[src/hdl/bsc_pkg.sv]
`default_nettype none

package bsc_pkg;

    // Sizes of the elapsed-time and cycle counters
    localparam int TIME_BITS  = 24;
    localparam int COUNT_BITS = 16;

    // Field widths
    localparam int ACT_W  = 2;
    localparam int DT_W   = 16;
    localparam int DUR_W  = 24;
    localparam int LIM_W  = 17;
    localparam int DATA_W = 32;
    localparam int ADDR_W = 5;

    // Widths used for exact compares and saturating sums
    localparam int TCMP_W = (TIME_BITS > DUR_W) ? TIME_BITS : DUR_W;
    localparam int SUM_W  = ((TIME_BITS > DT_W) ? TIME_BITS : DT_W) + 1;
    localparam int CCMP_W = (COUNT_BITS > LIM_W - 1) ? COUNT_BITS : LIM_W - 1;

    typedef enum logic [ACT_W-1:0] {
        ACT_TICK  = 2'd0,
        ACT_PLAY  = 2'd1,
        ACT_CLEAR = 2'd2
    } t_action;

    typedef enum logic [2:0] {
        REG_START_HIDDEN = 3'd0,
        REG_HOLD_TICKS   = 3'd1,
        REG_VISIBLE      = 3'd2,
        REG_HIDDEN       = 3'd3,
        REG_CYCLE_LIMIT  = 3'd4
    } t_reg_idx;

    typedef struct packed {
        logic                  running;
        logic                  in_hold;
        logic                  shown;
        logic                  done;
        logic [COUNT_BITS-1:0] cyc;
        logic [TIME_BITS-1:0]  pe;
    } t_seq_state;

endpackage

`default_nettype wire

[src/hdl/bsc_if.sv]
`default_nettype none

interface bsc_in_if;
    import bsc_pkg::*;

    logic              valid;
    logic              ready;
    logic [ACT_W-1:0]  action;
    logic [DT_W-1:0]   elapsed_ticks;

    modport source (output valid, output action, output elapsed_ticks, input ready);
    modport sink   (input valid, input action, input elapsed_ticks, output ready);
endinterface

interface bsc_out_if;
    logic valid;
    logic ready;
    logic visible;
    logic playing;
    logic done_res;

    modport source (output valid, output visible, output playing, output done_res,
                    input ready);
    modport sink   (input valid, input visible, input playing, input done_res,
                    output ready);
endinterface

`default_nettype wire

[src/hdl/blink_sequence_controller_top.sv]
// The result item is registered: it enters the output register, or the skid entry while that register is full.
// Throughput: one item per cycle while i_cmd.ready is high; the state update is one pass of compare/add logic.
// i_cmd drops ready only while both output entries (main register and skid) hold results,
//   so a single result waiting downstream does not stall the input.
// Reset (i_rst_n low, synchronous): idle, visible, counters cleared, registers
//   back to zero, output stage empty.
`default_nettype none

module blink_sequence_controller_top (
    input  wire                       i_clk,
    input  wire                       i_rst_n,
    bsc_in_if.sink                    i_cmd,
    bsc_out_if.source                 o_res,
    input  wire                       psel,
    input  wire                       penable,
    input  wire                       pwrite,
    input  wire [bsc_pkg::ADDR_W-1:0] paddr,
    input  wire [bsc_pkg::DATA_W-1:0] pwdata,
    output logic [bsc_pkg::DATA_W-1:0] prdata,
    output logic                      pready
);
    import bsc_pkg::*;

    // ------------------------------------------------------------------
    // Configuration registers
    // ------------------------------------------------------------------
    logic                     r_start_hidden;
    logic [DUR_W-1:0]         r_hold_ticks;
    logic [DUR_W-1:0]         r_visible_ticks;
    logic [DUR_W-1:0]         r_hidden_ticks;
    logic signed [LIM_W-1:0]  r_cycle_limit;

    logic     cfg_wr;
    t_reg_idx cfg_idx;

    assign pready  = 1'b1;
    assign cfg_wr  = psel && penable && pwrite && pready;
    assign cfg_idx = t_reg_idx'(paddr[ADDR_W-1:2]);

    always_ff @(posedge i_clk) begin
        if (!i_rst_n) begin
            r_start_hidden  <= 1'b0;
            r_hold_ticks    <= '0;
            r_visible_ticks <= '0;
            r_hidden_ticks  <= '0;
            r_cycle_limit   <= '0;
        end else if (cfg_wr) begin
            unique case (cfg_idx)
                REG_START_HIDDEN: r_start_hidden  <= pwdata[0];
                REG_HOLD_TICKS:   r_hold_ticks    <= pwdata[DUR_W-1:0];
                REG_VISIBLE:      r_visible_ticks <= pwdata[DUR_W-1:0];
                REG_HIDDEN:       r_hidden_ticks  <= pwdata[DUR_W-1:0];
                REG_CYCLE_LIMIT:  r_cycle_limit   <= pwdata[LIM_W-1:0];
                default: ;        // unmapped addresses ignore writes
            endcase
        end
    end

    // Read-back; cycle_limit comes back sign-extended
    always_comb begin
        unique case (cfg_idx)
            REG_START_HIDDEN: prdata = {{(DATA_W-1){1'b0}}, r_start_hidden};
            REG_HOLD_TICKS:   prdata = DATA_W'(r_hold_ticks);
            REG_VISIBLE:      prdata = DATA_W'(r_visible_ticks);
            REG_HIDDEN:       prdata = DATA_W'(r_hidden_ticks);
            REG_CYCLE_LIMIT:  prdata = {{(DATA_W-LIM_W){r_cycle_limit[LIM_W-1]}},
                                        r_cycle_limit};
            default:          prdata = '0;
        endcase
    end

    // ------------------------------------------------------------------
    // Derived controls
    // ------------------------------------------------------------------
    logic              start_lvl;    // level shown on play
    logic              lim_nonneg;   // counting enabled
    logic [CCMP_W-1:0] lim_ext;      // nonnegative limit, compare width
    logic              lim_fits;     // limit reachable by the saturating count

    assign start_lvl  = ~r_start_hidden;
    assign lim_nonneg = ~r_cycle_limit[LIM_W-1];
    assign lim_ext    = CCMP_W'(r_cycle_limit[LIM_W-2:0]);
    assign lim_fits   = lim_ext <= CCMP_W'({COUNT_BITS{1'b1}});

    // ------------------------------------------------------------------
    // Sequencer step functions
    // ------------------------------------------------------------------
    function automatic t_seq_state f_finish(t_seq_state s);
        t_seq_state r;
        r         = s;
        r.running = 1'b0;
        r.in_hold = 1'b0;
        r.pe      = '0;
        r.done    = 1'b1;
        return r;
    endfunction

    // Phase end: flip the level; leave hold without counting, else count a
    // return to the start level.
    function automatic t_seq_state f_flip(t_seq_state s);
        t_seq_state r;
        r       = s;
        r.shown = ~s.shown;
        if (s.in_hold) begin
            r.in_hold = 1'b0;
        end else if ((r.shown == start_lvl) && lim_nonneg) begin
            if (r.cyc != {COUNT_BITS{1'b1}})
                r.cyc = r.cyc + COUNT_BITS'(1);
            if (CCMP_W'(r.cyc) >= lim_ext)
                r = f_finish(r);
        end
        return r;
    endfunction

    // Skip zero-length phases. At most one flip is needed: the phase after
    // it has nonzero length, or both are zero and the run ends here.
    function automatic t_seq_state f_settle(t_seq_state s);
        t_seq_state       r;
        logic [DUR_W-1:0] cur;
        logic [DUR_W-1:0] other;
        r     = s;
        cur   = s.shown ? r_visible_ticks : r_hidden_ticks;
        other = s.shown ? r_hidden_ticks  : r_visible_ticks;
        if (s.running) begin
            if (cur != '0) begin
                r.pe = '0;
            end else if (other == '0) begin
                // cannot blink: jump to the limit if it is reachable
                if (lim_nonneg && lim_fits) begin
                    r.shown = start_lvl;
                    if (CCMP_W'(r.cyc) < lim_ext)
                        r.cyc = COUNT_BITS'(lim_ext);
                end
                r = f_finish(r);
            end else begin
                r    = f_flip(r);
                r.pe = '0;
            end
        end
        return r;
    endfunction

    // ------------------------------------------------------------------
    // Sequencer state and next-state logic
    // ------------------------------------------------------------------
    t_seq_state       r_st;
    t_seq_state       n_st;
    logic [SUM_W-1:0] pe_sum;
    logic [DUR_W-1:0] target;
    logic             in_fire;

    always_comb begin
        n_st      = r_st;
        n_st.done = 1'b0;
        pe_sum    = SUM_W'(r_st.pe) + SUM_W'(i_cmd.elapsed_ticks);
        target    = r_st.in_hold ? r_hold_ticks
                  : (r_st.shown ? r_visible_ticks : r_hidden_ticks);
        case (i_cmd.action)
            ACT_PLAY: begin
                n_st.running = 1'b1;
                n_st.cyc     = '0;
                n_st.in_hold = (r_hold_ticks != '0);
                n_st.shown   = start_lvl;
                n_st.pe      = '0;
                if (r_cycle_limit == '0)
                    n_st = f_finish(n_st);
                else if (!n_st.in_hold)
                    n_st = f_settle(n_st);
            end
            ACT_CLEAR: begin
                n_st.running = 1'b0;
                n_st.in_hold = 1'b0;
                n_st.shown   = 1'b1;
                n_st.cyc     = '0;
                n_st.pe      = '0;
            end
            ACT_TICK: begin
                if (r_st.running) begin
                    // saturating elapsed time; overshoot is dropped on flip
                    if (pe_sum > SUM_W'({TIME_BITS{1'b1}}))
                        n_st.pe = {TIME_BITS{1'b1}};
                    else
                        n_st.pe = pe_sum[TIME_BITS-1:0];
                    if (TCMP_W'(n_st.pe) >= TCMP_W'(target))
                        n_st = f_settle(f_flip(n_st));
                end
            end
            default: ;   // unused code: report current state
        endcase
    end

    always_ff @(posedge i_clk) begin
        if (!i_rst_n) begin
            r_st.running <= 1'b0;
            r_st.in_hold <= 1'b0;
            r_st.shown   <= 1'b1;
            r_st.done    <= 1'b0;
            r_st.cyc     <= '0;
            r_st.pe      <= '0;
        end else if (in_fire) begin
            r_st <= n_st;
        end
    end

    // ------------------------------------------------------------------
    // Output stage: main register plus skid entry
    // ------------------------------------------------------------------
    logic       r_out_vld;
    logic       r_skid_vld;
    logic [2:0] r_out_data;    // {visible, playing, done}
    logic [2:0] r_skid_data;
    logic [2:0] res_data;
    logic       out_fire;

    assign i_cmd.ready = ~r_skid_vld;
    assign in_fire     = i_cmd.valid && i_cmd.ready;
    assign out_fire    = r_out_vld && o_res.ready;
    assign res_data    = {n_st.shown, n_st.running, n_st.done};

    always_ff @(posedge i_clk) begin
        if (!i_rst_n) begin
            r_out_vld  <= 1'b0;
            r_skid_vld <= 1'b0;
        end else begin
            if (out_fire) begin
                if (r_skid_vld) begin
                    r_out_data <= r_skid_data;
                    r_skid_vld <= 1'b0;
                end else begin
                    r_out_vld <= in_fire;
                    if (in_fire)
                        r_out_data <= res_data;
                end
            end else if (in_fire) begin
                if (!r_out_vld) begin
                    r_out_vld  <= 1'b1;
                    r_out_data <= res_data;
                end else begin
                    r_skid_vld  <= 1'b1;
                    r_skid_data <= res_data;
                end
            end
        end
    end

    assign o_res.valid    = r_out_vld;
    assign o_res.visible  = r_out_data[2];
    assign o_res.playing  = r_out_data[1];
    assign o_res.done_res = r_out_data[0];

    // ------------------------------------------------------------------
    // Assertions
    // ------------------------------------------------------------------
    a_skid_needs_out: assert property (@(posedge i_clk) disable iff (!i_rst_n)
        r_skid_vld |-> r_out_vld)
        else $error("skid entry held while output register empty");

    a_done_not_playing: assert property (@(posedge i_clk) disable iff (!i_rst_n)
        (o_res.valid && o_res.done_res) |-> !o_res.playing)
        else $error("done result still reports playing");

    a_hold_only_running: assert property (@(posedge i_clk) disable iff (!i_rst_n)
        r_st.in_hold |-> r_st.running)
        else $error("hold phase while idle");

    a_idle_time_clear: assert property (@(posedge i_clk) disable iff (!i_rst_n)
        !r_st.running |-> (r_st.pe == '0))
        else $error("elapsed time nonzero while idle");

endmodule

`default_nettype wire
[src/flat_wrapper.sv]
// flat-port wrapper written by rule: the top's interface ports become plain ports
module blink_sequence_controller_top_flat import bsc_pkg::*;
  (i_clk, i_rst_n, psel, penable, pwrite, paddr, pwdata, prdata, pready, i_cmd_valid, i_cmd_action, i_cmd_elapsed_ticks, i_cmd_ready, o_res_valid, o_res_visible, o_res_playing, o_res_done_res, o_res_ready);
  bsc_in_if i_cmd_i ();
  bsc_out_if o_res_i ();
  input  wire i_clk;
  input  wire i_rst_n;
  input  wire psel;
  input  wire penable;
  input  wire pwrite;
  input  wire [bsc_pkg::ADDR_W-1:0] paddr;
  input  wire [bsc_pkg::DATA_W-1:0] pwdata;
  output logic [bsc_pkg::DATA_W-1:0] prdata;
  output logic pready;
  input wire logic [$bits(i_cmd_i.valid)-1:0] i_cmd_valid;
  input wire logic [$bits(i_cmd_i.action)-1:0] i_cmd_action;
  input wire logic [$bits(i_cmd_i.elapsed_ticks)-1:0] i_cmd_elapsed_ticks;
  output wire logic [$bits(i_cmd_i.ready)-1:0] i_cmd_ready;
  output wire logic [$bits(o_res_i.valid)-1:0] o_res_valid;
  output wire logic [$bits(o_res_i.visible)-1:0] o_res_visible;
  output wire logic [$bits(o_res_i.playing)-1:0] o_res_playing;
  output wire logic [$bits(o_res_i.done_res)-1:0] o_res_done_res;
  input wire logic [$bits(o_res_i.ready)-1:0] o_res_ready;
  assign i_cmd_i.valid = i_cmd_valid;
  assign i_cmd_i.action = i_cmd_action;
  assign i_cmd_i.elapsed_ticks = i_cmd_elapsed_ticks;
  assign i_cmd_ready = i_cmd_i.ready;
  assign o_res_valid = o_res_i.valid;
  assign o_res_visible = o_res_i.visible;
  assign o_res_playing = o_res_i.playing;
  assign o_res_done_res = o_res_i.done_res;
  assign o_res_i.ready = o_res_ready;
  blink_sequence_controller_top u_core (.i_clk(i_clk), .i_rst_n(i_rst_n), .i_cmd(i_cmd_i), .o_res(o_res_i), .psel(psel), .penable(penable), .pwrite(pwrite), .paddr(paddr), .pwdata(pwdata), .prdata(prdata), .pready(pready));
endmodule
[config.mk]
export PLATFORM = sky130hd
export DESIGN_NAME = blink_sequence_controller_top_flat
export DESIGN_NICKNAME = d
export VERILOG_FILES = /design/src/hdl/bsc_pkg.sv /design/src/hdl/bsc_if.sv /design/src/hdl/blink_sequence_controller_top.sv /design/src/flat_wrapper.sv
export SDC_FILE = /design/constraint.sdc
export NUM_CORES = 1
export LEC_CHECK = 0
export BUFFER_PORTS_ARGS = -buffer_cell sky130_fd_sc_hd__buf_4
export CAP_MARGIN = 30
export CORE_MARGIN = 3
export CORE_UTILIZATION = 63
export CTS_BUF_LIST = sky130_fd_sc_hd__clkbuf_4 sky130_fd_sc_hd__clkbuf_8
export DETAILED_ROUTE_END_ITERATION = 7
export GPL_TIMING_DRIVEN = 0
export PLACE_DENSITY_LB_ADDON = 0.2
export SYNTH_ARGS = -nofsm -noshare
export SYNTH_HDL_FRONTEND = slang
export SYNTH_SLANG_ARGS = --single-unit
[constraint.sdc]
create_clock -name i_clk -period 5.76 [get_ports i_clk]
set_input_delay 0.864 -clock i_clk [delete_from_list [all_inputs] [get_ports i_clk]]
set_output_delay 0.864 -clock i_clk [all_outputs]
set_load 0.005 [all_outputs]
==> results of run 1 <==
==> worst min-delay path, cell delays in order, from the launching register on <==
cell                       delay [ns]
sky130_fd_sc_hd__dfxtp_1         0.32
sky130_fd_sc_hd__nand2_1         0.05
sky130_fd_sc_hd__a21boi_0        0.06
==> worst paths after layout <==
| kind | end | slack, ns | depth (start not counted) |
|---|---|---|---|
| setup / recovery | u_core.r_out_data[0]$_DFFE_PP_ | 0.13 | 23 |
| hold / removal | u_core.r_st[3]$_SDFFE_PN0P_ | 0.47 | 2 |
| setup reg to reg | u_core.r_out_data[0]$_DFFE_PP_ | 0.13 | 23 |
| hold reg to reg | u_core.r_st[3]$_SDFFE_PN0P_ | 0.47 | 2 |
==> synth_stat cells (35+ instances only) <==
| cell | number |
|---|---|
| sky130_fd_sc_hd__a21boi_0 | 102 |
| sky130_fd_sc_hd__a21oi_1 | 113 |
| sky130_fd_sc_hd__a22oi_1 | 45 |
| sky130_fd_sc_hd__clkbuf_1 | 82 |
| sky130_fd_sc_hd__dfxtp_1 | 135 |
| sky130_fd_sc_hd__ha_1 | 89 |
| sky130_fd_sc_hd__inv_1 | 43 |
| sky130_fd_sc_hd__mux2i_1 | 37 |
| sky130_fd_sc_hd__nand2_1 | 318 |
| sky130_fd_sc_hd__nand3_1 | 35 |
| sky130_fd_sc_hd__nor2_1 | 86 |
| sky130_fd_sc_hd__o21ai_0 | 56 |
==> stage by stage <==
stage	util, %	cells
floorplan	-	1547
global placement	70.2	1856
detailed placement	70.4	1859
CTS	73.1	1890
global route	73.6	1890
finish	73.6	1890
==> logic make-up (layout without fill, tap and decap cells) <==
logic type               after synthesis  count (layout)  synth area share (%)
AO/OA/AOI/OAI                        451             451                  26.6
XOR/XNOR                              39              39                  3.00
adder cells (fa/ha/maj)               90              90                  9.94
buffers and inverters                148             266                  5.34
flip-flops                           141             141                  25.3
multiplexers                          44              44                  3.94
other                                  1               1                0.0329
AND/OR/NAND/NOR                      633             633                  25.8
==> report_power, final <==
group          total, mW  switching (mW)  leakage (nW)  internal, mW
registers           1.01          0.0155          1.14         0.994
logic              0.561           0.368          3.91         0.193
clock network      0.847           0.508         0.208         0.339
total               2.42           0.891          5.26          1.53
==> state kept, by name (all words and copies together), names as in the netlist <==
name and count:
u_core.o_res.valid 1, u_core.r_hold_ticks 24, u_core.r_start_hidden 1, u_core.r_skid_data 3
u_core.r_hidden_ticks 24, u_core.r_skid_vld 1, u_core.r_st 43, u_core.r_cycle_limit 17
u_core.r_visible_ticks 24, u_core.r_out_data 3
==> cell type report <==
cell class / instances / area, sq um / area share [%]
Tap cell: 225 / 282 / 2.18
Timing Repair Buffer: 91 / 681 / 5.27
Clock buffer: 17 / 234 / 1.81
Buffer: 100 / 443 / 3.43
Sequential cell: 141 / 2890 / 22.4
Multi-Input combinational cell: 1258 / 8050 / 62.3
Inverter: 43 / 161 / 1.25
Clock inverter: 15 / 180 / 1.40
==> routing by layer <==
layer	vias up	global-route usage [%]
met1	5829	54.0
met4	0	11.2
met2	941	56.8
met3	131	15.7
li1	5813	-
met5	-	0
==> what timing repair did <==
action / CTS / global route
cloned: 0 / 0
buffers inserted: 2 / 2
gates resized for setup: 13 / 33
pin swaps: 3 / 2
endpoints found under the setup margin: 46 / 45
endpoints found under the hold margin: 0 / 0
==> metrics.json, run 1 <==
{
  "drive_gt1_share": {"value": 11.8, "unit": "%"},
  "route.top_layer_used": {"value": "met4"},
  "cts-hold-fix-buffers": {"value": 0},
  "post_dp_cell_area": {"value": 12300, "unit": "sq um"},
  "timing.critical_path.arrival": {"value": 5.88, "unit": "ns"},
  "drc": {"value": 0},
  "timing.critical_path.from_type": {"value": "register"},
  "synth_enable_flop_cells": {"value": 6},
  "clkTransAtPathRegs": {"value": 0.11, "unit": "ns"},
  "period_needed": {"value": 5.63, "unit": "ns"},
  "syn_area_per_cell": {"value": 7.37, "unit": "sq um"},
  "final_design_instance_area_without_fill": {"value": 12900, "unit": "sq um"},
  "tightest_slew": {"value": 0.996, "unit": "ns"},
  "family_of_cells_with_the_greatest_summed_delay_on_the_critical_path": {"value": "simple AND/OR/NAND/NOR gates"},
  "layout_commonest_cell": {"value": "sky130_fd_sc_hd__nand2_1"},
  "hold_path.startpoint": {"value": "u_core.r_st[3]$_SDFFE_PN0P_"},
  "grt_first_pass_wirelength": {"value": 61.8, "unit": "mm"},
  "peakVddDrop": {"value": 0.000167, "unit": "V"},
  "tritoncts": {"value": "done"},
  "end_kind": {"value": "register"},
  "outcome": {"value": "finished clean"},
  "mappedNetlistNets": {"value": 1699},
  "numClockSinks": {"value": 141},
  "dr.pass1.iters": {"value": 8},
  "syn_area": {"value": 11400, "unit": "sq um"},
  "path_common_cell": {"value": "sky130_fd_sc_hd__ha_1"},
  "floorplan.initialDensity": {"value": 65.0, "unit": "%"},
  "fin_skew": {"value": 0.0210, "unit": "ns"},
  "finalPower": {"value": 2.42, "unit": "mW"},
  "worst_path_required_time": {"value": 6.01, "unit": "ns"},
  "critPathLaunch": {"value": "u_core.r_st[25]$_SDFFE_PN0P_"},
  "clock-root-buffer": {"value": "sky130_fd_sc_hd__clkbuf_8"},
  "synth_top_cells_by_area": {"value": "sky130_fd_sc_hd__dfxtp_1 (24%), sky130_fd_sc_hd__nand2_1 (10%), sky130_fd_sc_hd__ha_1 (9.8%)"},
  "yosys.cell_types.count": {"value": 71},
  "netlist.area_leader.share": {"value": 23.7, "unit": "%"},
  "cap_viol_max_count": {"value": 0},
  "globalRouteOverflowTotal": {"value": 0},
  "synth_top_area_cell": {"value": "sky130_fd_sc_hd__dfxtp_1"},
  "slew-limit-headroom": {"value": 33.4, "unit": "%"},
  "seq_area_frac_synth": {"value": 25.3, "unit": "%"},
  "die_x": {"value": 141, "unit": "microns"},
  "insertion_delay": {"value": 0.49, "unit": "ns"},
  "most_used_cells_in_the_layout_excluding_fill_and_tap_cells": {"value": "sky130_fd_sc_hd__nand2_1 (316), sky130_fd_sc_hd__dfxtp_1 (132), sky130_fd_sc_hd__a21oi_1 (111)"},
  "fin_tns_setup": {"value": 0, "unit": "ns"},
  "cp_max_fo": {"value": 10},
  "synthCells": {"value": 1547},
  "die_h": {"value": 141, "unit": "microns"},
  "dp_hpwl": {"value": 30.6, "unit": "mm"},
  "min-delay-path-class": {"value": "register to register"},
  "synthesis.yosys.warnings": {"value": 0},
  "crit_slowest_cell": {"value": "sky130_fd_sc_hd__or4_1"},
  "design.final.nets": {"value": 1804},
  "grt_pass1_vias": {"value": 11700},
  "critical_path.reg2reg.startpoint": {"value": "u_core.r_st[25]$_SDFFE_PN0P_"},
  "finalWirelength": {"value": 40.0, "unit": "mm"},
  "synthArstFlopShare": {"value": 0, "unit": "%"},
  "clock_path_buffers": {"value": 2},
  "die_area": {"value": 19800, "unit": "sq um"},
  "yosys_register_bits": {"value": 141},
  "gpl.final_weighted_congestion": {"value": 1.11},
  "avgRoutedWirePerCell": {"value": 21.1, "unit": "microns"},
  "detailedRoute.firstIterationViolations": {"value": 2027},
  "drt.antenna.violating_nets": {"value": 0},
  "met3_wirelength": {"value": 6.17, "unit": "mm"},
  "antenna-diode-count": {"value": 0},
  "cts_made_buffers": {"value": 17},
  "layout_filler_cell_count": {"value": 1478},
  "achievable-frequency": {"value": 178, "unit": "MHz"},
  "met2WireLength": {"value": 16.4, "unit": "mm"},
  "grt_usage": {"value": 39.2, "unit": "%"},
  "setup.worst_path.class": {"value": "register to register"},
  "timing.final.hold_violations": {"value": 0},
  "fin_crit_sh": {"value": 97.7, "unit": "%"},
  "design.portCount": {"value": 100},
  "cpPeakStageDelay": {"value": 0.52, "unit": "ns"},
  "grt_max_degree": {"value": 19},
  "most_used_flip_flop_cell_after_synthesis": {"value": "sky130_fd_sc_hd__dfxtp_1"},
  "crit_chain": {"value": "ha_1 > buf_2 > nand4_1 > nor4_4 > nor3_1 > or2_2 > clkbuf_1 > ha_1 > o21a_2 > and4_4 > nand2_4 > and2_1 > nand2_1 > xnor2_1 > ha_1 > or4_1 > a21oi_1 > o21ai_0 > nand2_1 > a32oi_1 > nor3_2 > o22ai_1 > mux2_2"},
  "area_growth": {"value": 13.2, "unit": "%"},
  "setup_viol": {"value": 0},
  "placement_rows": {"value": 48},
  "routed-via-count": {"value": 12700},
  "smallest_hold_slack": {"value": 0.474, "unit": "ns"},
  "placement.setup.worst_slack": {"value": -1.12, "unit": "ns"},
  "power_density": {"value": 187, "unit": "nW/um^2"},
  "buffer_ports.inserted": {"value": 84},
  "cp_num_buf_inv": {"value": 2},
  "met1_length": {"value": 16.2, "unit": "mm"},
  "drv_slew": {"value": 0},
  "detail_route.vias_per_cell": {"value": 6.73},
  "leakage": {"value": 5.26, "unit": "nW"},
  "final.setup.worst_slack": {"value": 0.133, "unit": "ns"},
  "grt_antenna_before_repair": {"value": 0},
  "floorplan.core_area": {"value": 17500, "unit": "sq um"},
  "cts-htree-levels": {"value": 4}
}
(Power assumes the default switching activity.)
==> run 2, diff against run 1 <==
RECOVER_POWER = 50   (was default)
==> metrics.json, run 2 (synthesized netlist as in run 1, its figures left out) <==
{
  "min-delay-path-class": {"value": "register to register", "change": "unchanged"},
  "period_needed": {"value": 5.63, "unit": "ns", "change": "about the same"},
  "layout_commonest_cell": {"value": "sky130_fd_sc_hd__nand2_1", "change": "unchanged"},
  "end_kind": {"value": "register", "change": "unchanged"},
  "leakage": {"value": 5.25, "unit": "nW", "change": "was 5.26 nW"},
  "floorplan.core_area": {"value": 17500, "unit": "sq um", "change": "unchanged"},
  "dr.pass1.iters": {"value": 8, "change": "unchanged"},
  "post_dp_cell_area": {"value": 12300, "unit": "sq um", "change": "unchanged"},
  "finalWirelength": {"value": 39.9, "unit": "mm", "change": "was 40.0 mm"},
  "finish.cell_count_without_fillers": {"value": 1890, "change": "unchanged"},
  "routed-via-count": {"value": 12700, "change": "about the same"},
  "die_area": {"value": 19800, "unit": "sq um", "change": "unchanged"},
  "crit_chain": {"value": "ha_1 > buf_2 > nand4_1 > nor4_4 > nor3_1 > or2_2 > clkbuf_1 > ha_1 > o21a_2 > and4_4 > nand2_4 > and2_1 > nand2_1 > xnor2_1 > ha_1 > or4_1 > a21oi_1 > o21ai_0 > nand2_1 > a32oi_1 > nor3_2 > o22ai_1 > mux2_2", "change": "unchanged"},
  "clock-root-buffer": {"value": "sky130_fd_sc_hd__clkbuf_8", "change": "unchanged"},
  "path_common_cell": {"value": "sky130_fd_sc_hd__ha_1", "change": "unchanged"},
  "drt.antenna.violating_nets": {"value": 0, "change": "unchanged"},
  "worst_path_required_time": {"value": 6.01, "unit": "ns", "change": "about the same"},
  "crit_slowest_cell": {"value": "sky130_fd_sc_hd__or4_1", "change": "unchanged"},
  "drc": {"value": 1, "change": "was 0"},
  "place.detailed.instances": {"value": 1859, "change": "unchanged"},
  "clkTransAtPathRegs": {"value": 0.11, "unit": "ns", "change": "about the same"},
  "grt_first_pass_wirelength": {"value": 61.8, "unit": "mm", "change": "unchanged"},
  "detailedRoute.firstIterationViolations": {"value": 2036, "change": "was 2027"},
  "dp_hpwl": {"value": 30.6, "unit": "mm", "change": "unchanged"},
  "design.portCount": {"value": 100, "change": "unchanged"},
  "timing.final.hold_violations": {"value": 0, "change": "unchanged"},
  "cp_max_fo": {"value": 10, "change": "unchanged"},
  "slew-limit-headroom": {"value": 32.5, "unit": "%", "change": "was 33.4%"},
  "cts-htree-levels": {"value": 4, "change": "unchanged"},
  "globalRouteOverflowTotal": {"value": 0, "change": "unchanged"},
  "setup.worst_path.class": {"value": "register to register", "change": "unchanged"},
  "detail_route.vias_per_cell": {"value": 6.71, "change": "was 6.73"},
  "cap_viol_max_count": {"value": 0, "change": "unchanged"},
  "area_growth": {"value": 13.2, "unit": "%", "change": "about the same"},
  "die_h": {"value": 141, "unit": "microns", "change": "unchanged"},
  "layout_filler_cell_count": {"value": 1478, "change": "unchanged"},
  "timing.critical_path.from_type": {"value": "register", "change": "unchanged"},
  "final_design_instance_area_without_fill": {"value": 12900, "unit": "sq um", "change": "about the same"},
  "cts_made_buffers": {"value": 17, "change": "unchanged"},
  "achievable-frequency": {"value": 178, "unit": "MHz", "change": "about the same"},
  "outcome": {"value": "finished, violations left", "change": "was finished clean"},
  "most_used_cells_in_the_layout_excluding_fill_and_tap_cells": {"value": "sky130_fd_sc_hd__nand2_1 (316), sky130_fd_sc_hd__dfxtp_1 (132), sky130_fd_sc_hd__a21oi_1 (111)", "change": "unchanged"},
  "drive_gt1_share": {"value": 11.7, "unit": "%", "change": "was 11.8%"},
  "grt_usage": {"value": 39.2, "unit": "%", "change": "unchanged"},
  "drv_slew": {"value": 0, "change": "unchanged"},
  "fin_skew": {"value": 0.0220, "unit": "ns", "change": "was 0.0210 ns"},
  "die_x": {"value": 141, "unit": "microns", "change": "unchanged"},
  "timing.critical_path.arrival": {"value": 5.88, "unit": "ns", "change": "about the same"},
  "smallest_hold_slack": {"value": 0.474, "unit": "ns", "change": "about the same"},
  "power_density": {"value": 187, "unit": "nW/um^2", "change": "about the same"},
  "gpl.final_weighted_congestion": {"value": 1.11, "change": "unchanged"},
  "grt_pass1_vias": {"value": 11700, "change": "unchanged"},
  "design.final.nets": {"value": 1804, "change": "unchanged"},
  "fin_crit_sh": {"value": 97.8, "unit": "%", "change": "was 97.7%"},
  "placement_rows": {"value": 48, "change": "unchanged"},
  "peakVddDrop": {"value": 0.000167, "unit": "V", "change": "about the same"},
  "largest_register_ff_count": {"value": 43, "change": "unchanged"},
  "floorplan.initialDensity": {"value": 65.0, "unit": "%", "change": "unchanged"},
  "fin_tns_setup": {"value": 0, "unit": "ns", "change": "unchanged"},
  "register_bank_with_the_most_flops": {"value": "u_core.r_st", "change": "unchanged"},
  "cpPeakStageDelay": {"value": 0.52, "unit": "ns", "change": "about the same"},
  "setup_viol": {"value": 0, "change": "unchanged"},
  "antenna-diode-count": {"value": 0, "change": "unchanged"},
  "grt_max_degree": {"value": 19, "change": "unchanged"},
  "failed_checks": {"value": "design-rule violations"},
  "avgRoutedWirePerCell": {"value": 21.1, "unit": "microns", "change": "about the same"},
  "clock_path_buffers": {"value": 2, "change": "unchanged"},
  "numClockSinks": {"value": 141, "change": "unchanged"},
  "grt_antenna_before_repair": {"value": 0, "change": "unchanged"},
  "buffer_ports.inserted": {"value": 84, "change": "unchanged"},
  "cts-hold-fix-buffers": {"value": 0, "change": "unchanged"},
  "tightest_slew": {"value": 1.01, "unit": "ns", "change": "was 0.996 ns"},
  "tritoncts": {"value": "done", "change": "unchanged"},
  "insertion_delay": {"value": 0.49, "unit": "ns", "change": "about the same"}
}
run 2: cell count changes in the layout (fill, tap and decap cells not counted), sizes merged:
cell    change
buf         -7
clkbuf      +7
run 2: per-stage QoR:
step | util, % | power [mW] | setup WS [ns]
floorplan | - | 1.36 | 0.386
global route | 73.6 | 2.49 | -0.0120
detailed placement | 70.4 | 1.55 | -1.12
global placement | 70.2 | 1.54 | -1.08
finish | 73.6 | 2.42 | 0.128
CTS | 73.1 | 2.37 | 0.00394
run 2: area by class of cell:
cell class	instances	area [sq um]	area share, %
Clock buffer	17	234	1.81
Sequential cell	141	2890	22.4
Clock inverter	15	180	1.40
Inverter	43	161	1.25
Buffer	100	443	3.43
Timing Repair Buffer	91	677	5.24
Multi-Input combinational cell	1258	8050	62.3
Tap cell	225	282	2.18
run 2: report_power, final:
part | total (mW) | leakage [nW] | internal [mW] | switching [mW]
sequential | 1.01 | 1.14 | 0.994 | 0.0154
clock | 0.848 | 0.208 | 0.339 | 0.509
combinational | 0.561 | 3.90 | 0.193 | 0.369
total | 2.42 | 5.25 | 1.53 | 0.893
run 2: final timing paths:
check / cells past startpoint / slack (ns) / startpoint / endpoint
worst min register to register: 2 / 0.47 / u_core.r_st[3]$_SDFFE_PN0P_ / u_core.r_st[3]$_SDFFE_PN0P_
worst min-delay path: 2 / 0.47 / u_core.r_st[3]$_SDFFE_PN0P_ / u_core.r_st[3]$_SDFFE_PN0P_
worst max register to register: 23 / 0.13 / u_core.r_st[25]$_SDFFE_PN0P_ / u_core.r_out_data[0]$_DFFE_PP_
worst max-delay path: 23 / 0.13 / u_core.r_st[25]$_SDFFE_PN0P_ / u_core.r_out_data[0]$_DFFE_PP_
run 2: layer usage:
metal	wire [microns]	share of wire (%)	global-route usage, %
met2	16400	41	56.8
met5	0	0	0
met1	16200	41	54.0
met3	6140	15	15.7
met4	1140	2.8	11.2
run 2: critical path, delay by kind of cell, from the launching register on:
family	cells	cell delay, ns
simple gates	11	2.67
compound gates	5	0.82
fa+ha+maj	3	0.62
mux	1	0.29
buf+inv	2	0.38
xor+xnor	1	0.15
flops	1	0.41
run 2: what timing repair did:
item                                    in CTS  in global routing
cloned                                       0                  0
endpoints found under the setup margin      46                 45
pin swaps                                    3                  2
gates resized for setup                     13                 33
buffers inserted                             2                  2
